### config.mk
export PLATFORM = sky130hd
export DESIGN_NAME = whva_lane
export DESIGN_NICKNAME = d
export VERILOG_FILES = /design/src/whva_pkg.sv /design/src/whva_ram.sv /design/src/whva_div.sv /design/src/whva_lane.sv
export SDC_FILE = /design/constraint.sdc
export NUM_CORES = 2
export LEC_CHECK = 0
export ABC_AREA = 1
export BUFFER_PORTS_ARGS = -buffer_cell sky130_fd_sc_hd__buf_2
export CAP_MARGIN = 30
export CORE_UTILIZATION = 35
export DETAILED_ROUTE_END_ITERATION = 7
export GPL_ROUTABILITY_DRIVEN = 0
export PLACE_DENSITY = 0.57
export SYNTH_ARGS = -nofsm -noshare
export SYNTH_HDL_FRONTEND = slang
export SYNTH_SLANG_ARGS = --single-unit
### constraint.sdc
create_clock -name clk -period 10.3 [get_ports clk]
set_clock_uncertainty 0.05 [all_clocks]
set_input_delay 0.515 -clock clk [delete_from_list [all_inputs] [get_ports clk]]
set_output_delay 0.515 -clock clk [all_outputs]
set_load 0.005 [all_outputs]
### src/whva_pkg.sv
// Shared constants and types for the windowed hand velocity averager.
// No dependencies; imported by whva_if, whva_lane and the top level.
package whva_pkg;

  localparam int NUM_AXES   = 3;
  localparam int CFG_IDX_W  = 2;
  localparam int CFG_DATA_W = 7;

  localparam logic [CFG_IDX_W-1:0]  REG_TRACK_ENABLE = 2'd0;
  localparam logic [CFG_IDX_W-1:0]  REG_WINDOW_LEN   = 2'd1;
  localparam logic [CFG_DATA_W-1:0] WINDOW_LEN_RST   = 7'd15;

  typedef struct packed {
    logic clear;
    logic load;
    logic upd;
    logic start;
    logic track;
    logic hand;
    logic old_valid;
  } lane_ctl_t;

endpackage

### src/whva_ram.sv
// Generic single-write, single-read RAM with registered read data.
// No dependencies.
module whva_ram #(
  parameter int WIDTH = 21,
  parameter int DEPTH = 128
) (
  input  logic                     clk,
  input  logic                     wr_en,
  input  logic [$clog2(DEPTH)-1:0] wr_addr,
  input  logic [WIDTH-1:0]         wr_data,
  input  logic                     rd_en,
  input  logic [$clog2(DEPTH)-1:0] rd_addr,
  output logic [WIDTH-1:0]         rd_data
);

  logic [WIDTH-1:0] mem_r [DEPTH];

  always_ff @(posedge clk) begin
    if (wr_en) begin
      mem_r[wr_addr] <= wr_data;
    end
    if (rd_en) begin
      rd_data <= mem_r[rd_addr];
    end
  end

endmodule

### src/whva_div.sv
// Restoring unsigned divider, one quotient bit per cycle.
// No dependencies; used by whva_lane.
module whva_div #(
  parameter int NUM_W = 26,
  parameter int DEN_W = 7
) (
  input  logic             clk,
  input  logic             rst_n,
  input  logic             start,
  input  logic [NUM_W-1:0] num,
  input  logic [DEN_W-1:0] den,
  output logic             busy,
  output logic [NUM_W-1:0] quo
);

  localparam int CNT_W = $clog2(NUM_W + 1);

  logic [DEN_W-1:0] rem_r;
  logic [NUM_W-1:0] quo_r;
  logic [CNT_W-1:0] cnt_r;
  logic             busy_r;
  logic [DEN_W:0]   trial;
  logic [DEN_W:0]   trial_sub;
  logic             ge;

  always_comb begin
    trial     = {rem_r, quo_r[NUM_W-1]};
    ge        = (trial >= {1'b0, den});
    trial_sub = trial - {1'b0, den};
  end

  always_ff @(posedge clk) begin
    if (!rst_n) begin
      busy_r <= 1'b0;
      cnt_r  <= '0;
    end else if (start) begin
      busy_r <= 1'b1;
      cnt_r  <= CNT_W'(NUM_W);
      rem_r  <= '0;
      quo_r  <= num;
    end else if (busy_r) begin
      rem_r <= ge ? trial_sub[DEN_W-1:0] : trial[DEN_W-1:0];
      quo_r <= {quo_r[NUM_W-2:0], ge};
      cnt_r <= cnt_r - CNT_W'(1);
      if (cnt_r == CNT_W'(1)) begin
        busy_r <= 1'b0;
      end
    end
  end

  assign busy = busy_r;
  assign quo  = quo_r;

endmodule

### src/whva_lane.sv
// One axis lane: difference ring, per-hand previous position and running sum, rounded divide.
// Depends on whva_pkg, whva_ram and whva_div.
module whva_lane #(
  parameter int POS_WIDTH  = 20,
  parameter int MAX_WINDOW = 64
) (
  input  logic                                 clk,
  input  logic                                 rst_n,
  input  whva_pkg::lane_ctl_t                  ctl,
  input  logic [$clog2(MAX_WINDOW):0]          addr,
  input  logic [$clog2(MAX_WINDOW+1)-1:0]      len,
  input  logic signed [POS_WIDTH-1:0]          pos,
  output logic                                 busy,
  output logic signed [POS_WIDTH:0]            vel
);
  import whva_pkg::*;

  localparam int IDX_W  = $clog2(MAX_WINDOW);
  localparam int ADDR_W = IDX_W + 1;
  localparam int DEPTH  = 2 ** ADDR_W;
  localparam int LEN_W  = $clog2(MAX_WINDOW + 1);
  localparam int DIFF_W = POS_WIDTH + 1;
  localparam int SUM_W  = POS_WIDTH + IDX_W + 1;
  localparam int MAG_W  = SUM_W - 1;
  localparam int VEL_W  = POS_WIDTH + 1;

  logic signed [POS_WIDTH-1:0] pos_r;
  logic signed [POS_WIDTH-1:0] prev_r [2];
  logic signed [SUM_W-1:0]     sum_r [2];
  logic signed [SUM_W-1:0]     cur_sum_r;
  logic                        neg_r;

  logic [DIFF_W-1:0] rd_data;
  logic [DIFF_W-1:0] old_diff;
  logic [DIFF_W-1:0] diff;
  logic [SUM_W-1:0]  new_sum;
  logic [SUM_W-1:0]  abs_sum;
  logic [MAG_W-1:0]  mag;
  logic [MAG_W-1:0]  quo;
  logic [MAG_W-1:0]  quo_signed;

  whva_ram #(
    .WIDTH (DIFF_W),
    .DEPTH (DEPTH)
  ) u_ring (
    .clk     (clk),
    .wr_en   (ctl.upd && ctl.track),
    .wr_addr (addr),
    .wr_data (diff),
    .rd_en   (ctl.load),
    .rd_addr (addr),
    .rd_data (rd_data)
  );

  always_comb begin
    old_diff = ctl.old_valid ? rd_data : '0;
    diff     = {pos_r[POS_WIDTH-1], pos_r}
             - {prev_r[ctl.hand][POS_WIDTH-1], prev_r[ctl.hand]};
    new_sum  = sum_r[ctl.hand]
             + {{(SUM_W-DIFF_W){diff[DIFF_W-1]}}, diff}
             - {{(SUM_W-DIFF_W){old_diff[DIFF_W-1]}}, old_diff};
    abs_sum  = cur_sum_r[SUM_W-1] ? (~cur_sum_r + SUM_W'(1)) : cur_sum_r;
    mag      = abs_sum[MAG_W-1:0] + MAG_W'(len >> 1);
  end

  always_ff @(posedge clk) begin
    if (!rst_n || ctl.clear) begin
      prev_r[0] <= '0;
      prev_r[1] <= '0;
      sum_r[0]  <= '0;
      sum_r[1]  <= '0;
    end else if (ctl.upd && ctl.track) begin
      prev_r[ctl.hand] <= pos_r;
      sum_r[ctl.hand]  <= new_sum;
    end
  end

  always_ff @(posedge clk) begin
    if (ctl.load) begin
      pos_r <= pos;
    end
    if (ctl.upd) begin
      cur_sum_r <= ctl.track ? new_sum : sum_r[ctl.hand];
    end
    if (ctl.start) begin
      neg_r <= cur_sum_r[SUM_W-1];
    end
  end

  whva_div #(
    .NUM_W (MAG_W),
    .DEN_W (LEN_W)
  ) u_div (
    .clk   (clk),
    .rst_n (rst_n),
    .start (ctl.start),
    .num   (mag),
    .den   (len),
    .busy  (busy),
    .quo   (quo)
  );

  assign quo_signed = neg_r ? (~quo + MAG_W'(1)) : quo;
  assign vel        = quo_signed[VEL_W-1:0];

endmodule

==> qor.csv <==
metric,value,unit
status,completed,
post-synthesis sequential area ratio,0.7630,
TritonCTS clock tree,done,
Die Ht,571.9,um
ys async rst share,0,
Post-synth EDFFs,2884,
"Cell Area, Synth",113700,um^2
"Hold Vio Cnt, Final",0,
Yosys warning total,0,
clock sinks,2890,
largest net degree at the start of global routing,102,
Yosys reg bits,2890,
# setup viols final,0,
antenna violations before repair,23,
Nets,8840,
Layout Cells excl Fill,13250,
Required @ worst endpoint,10.83,ns
RR Endpoint,cur_sum_r[22],
wire per inst,27.65,um
final antenna-violating net count,0,
cts bufs inserted,309,
Worst Max-Slew Pin Slew,1.164,ns
top_reg_cell synth,edfxtp_1,
Clock power frac,0.377,
Mapped Nets,8586,
CTS root buf,clkbuf_16,
"IR drop worst, VDD",0.0001376,V
drt pass-1 iters,7,
Switching Share,0.2645,
hold_ws,0.08365,ns
Syn Inst Count,8449,
vias,72508,
# Post-CTS Setup Buffers,0,
DRT iter0 DRCs,9513,
layout overhead on the synthesized area,15.11,%
dpl cells,12668,
DP Area,120700,um^2
Reg power frac,0.491,
first-pass GRT wire length,513200,um
drt via density,5.472,
DP HPWL,207600,um
DRT Wirelength,366400,um
Tmin final,5.870,ns
vias in the first global route,68336,
IO Port Bufs,64,
clock tree buffer depth,4,
Initial Util,0.3531,
worst skew pair latency,0.92,ns
critical path capture point type,register,
# H-tree levels,5,
crit path capture,cur_sum_r[22],
combinational power share,0.131,
Worst Hold Class,in -> reg,
CORE AREA,321900,um^2
reg2reg path depth,24,
r2r startpoint,prev_r[1][1],
net switching power,0.007596,W
Leak,44.62,nW
clk slew on worst S/H paths,0.06,ns
fmax,0.1704,GHz
gr ovfl total,0,
Cell Pwr Density,219.5,nW/um^2
sum of negative setup slack,0,ns
Internal,0.02112,W
boundary pin count,65,
"Avg Cell Area, Syn",13.45,um^2
part of the cycle the worst path needs,0.5699,
Startpoint Class,register,
R2R Setup Slk,4.43,ns
drt drc,0,
DIE AREA,327000,um^2
Worst slew margin,0.2157,
maxcap violations,0,
crit path from,prev_r[1][1],
WS Path Type,reg -> reg,
GRT Total Usage,0.2188,
site row count,208,
RSZ-0062 raised after global routing,false,
fraction of layout instances using a drive strength above 1,0.1017,
fin. max-slew vios,0,
Die X,571.9,um
count of different cell masters after synthesis,46,
design area,130800,um^2
Worst Path Arrival,6.40,ns
worst-path maximum fanout,50,
## synthesized netlist by cell type, drive strengths merged (5+ instances only)
library cell,number,area (um^2)
xor2,46,402.9
a21o,7,52.55
a31oi,13,81.33
and3,7,43.79
nand3b,14,105.1
edfxtp,2884,86600
a211oi,5,37.54
mux2i,43,430.4
clkbuf,195,732.0
or2,11,68.82
clkinv,5,18.77
o31ai,23,172.7
xnor2,29,254.0
a22oi,300,2252
nand2,2538,9527
inv,367,1378
a22o,86,753.2
o2111ai,51,446.7
o21bai,8,60.06
nor3,13,65.06
dfxtp,6,120.1
ha,65,813.3
o211ai,22,165.2
o21ai,279,1400
nand3,178,910.9
a21oi,179,895.9
fa,29,580.6
a21boi,7,52.55
a221oi,62,543.0
nand4,322,2014
nor2,466,1749
buf,176,829.5
## kinds of logic after synthesis
| logic type | after synthesis | synth area share |
|---|---|---|
| AND/OR/NAND/NOR | 3553 | 0.1277 |
| flip-flops | 2890 | 0.7630 |
| adder cells (fa/ha/maj) | 94 | 0.01226 |
| XOR/XNOR | 75 | 0.005779 |
| multiplexers | 43 | 0.003787 |
| buffers and inverters | 743 | 0.02602 |
| AO/OA/AOI/OAI | 1051 | 0.06147 |
## layout by cell type (no fill, tap or decap), types with 86 or more instances in the layout
cell type	count
clkbuf_16	315
edfxtp_1	2884
a21oi_1	179
nand4_1	322
inv_1	347
buf_4	197
nand2_1	2534
a22oi_1	300
nand3_1	170
a22o_1	86
nor2_1	334
o21ai_0	245
## power groups by stage
stage | Sequential, W | Combinational [W] | Clock (W)
3_5_place_dp | 0.0144 | 0.00369 | 0
2_1_floorplan | 0.0145 | 0.00209 | 0
3_3_place_gp | 0.0144 | 0.00361 | 0
6_report | 0.0141 | 0.00377 | 0.0108
4_1_cts | 0.0141 | 0.00371 | 0.0109
5_1_grt | 0.0141 | 0.00407 | 0.0114
## flip-flops by register name (all words and copies together) (netlist names)
signal          flops
u_ring.rd_data     21
neg_r               1
u_div.cnt_r         5
sum_r              54
u_div.quo          26
u_div.busy          1
prev_r             40
u_div.rem_r         7
pos_r              20
cur_sum_r          27
u_ring.mem_r     2688
## worst min path at each step
| stage | start | cells past startpoint | slack (ns) | endpoint |
|---|---|---|---|---|
| final | len[0] | 3 | 0.08 | u_div.rem_r[0] |
| after global routing | len[0] | 3 | 0.07 | u_div.rem_r[0] |
| after CTS | len[0] | 3 | 0.03 | u_div.rem_r[0] |
| after detailed placement | u_div.cnt_r[2] | 2 | 0.45 | u_div.cnt_r[2] |
| after global placement | u_div.cnt_r[4] | 2 | 0.42 | u_div.cnt_r[4] |
| after floorplan | cur_sum_r[26] | 0 | 0.37 | neg_r |
## area by class of cell
type / instances / area (um^2)
antenna: 7 / 17.52
clock buffer: 372 / 8097
clock inverter: 174 / 1657
fill: 29367 / 191100
inverter: 372 / 1475
multi-input combinational: 4816 / 24830
sequential: 2890 / 86720
tap: 4305 / 5386
timing repair buffer: 314 / 2650
## per-stage QoR
step	power, W	utilization	setup slack (ns)
CTS	0.02878	0.4058	4.446
finish	0.02872	0.4064	4.430
floorplan	0.01655	-	1.422
detailed placement	0.01806	0.3749	3.669
global route	0.02957	0.4063	4.003
global placement	0.01797	0.3741	3.599
## repair_timing
action / CTS / global route
gates resized for setup: 0 / 0
hold endpoints to repair: 25 / 0
hold buffers: 21 / 0
## worst max-delay path, cell delays in order, from the launching register on
cell	delay [ns]
edfxtp_1	0.36
or2_2	0.29
o21ai_0	0.14
ha_1	0.18
nand2_1	0.04
o21ai_1	0.48
a21oi_1	0.27
o21ai_1	0.47
nand3_1	0.12
nand2_1	0.17
xor2_4	0.14
buf_4	0.52
fa_1	0.53
ha_1	0.37
a21oi_1	0.22
inv_1	0.06
a31oi_1	0.20
nand2_1	0.07
a21oi_1	0.13
inv_1	0.11
nand2_1	0.08
nand2_1	0.09
or2_2	0.30
nand3_1	0.07
o21ai_0	0.09
## metal layers
layer  part of all wire  vias up  global-route usage
li1                   -    31167                   -
met1               0.39    36709              0.2948
met2               0.46     3973              0.3508
met3              0.098      649             0.03740
met4              0.045       10             0.08944
met5            0.00019        -                   0
(Power assumes the default switching activity.)
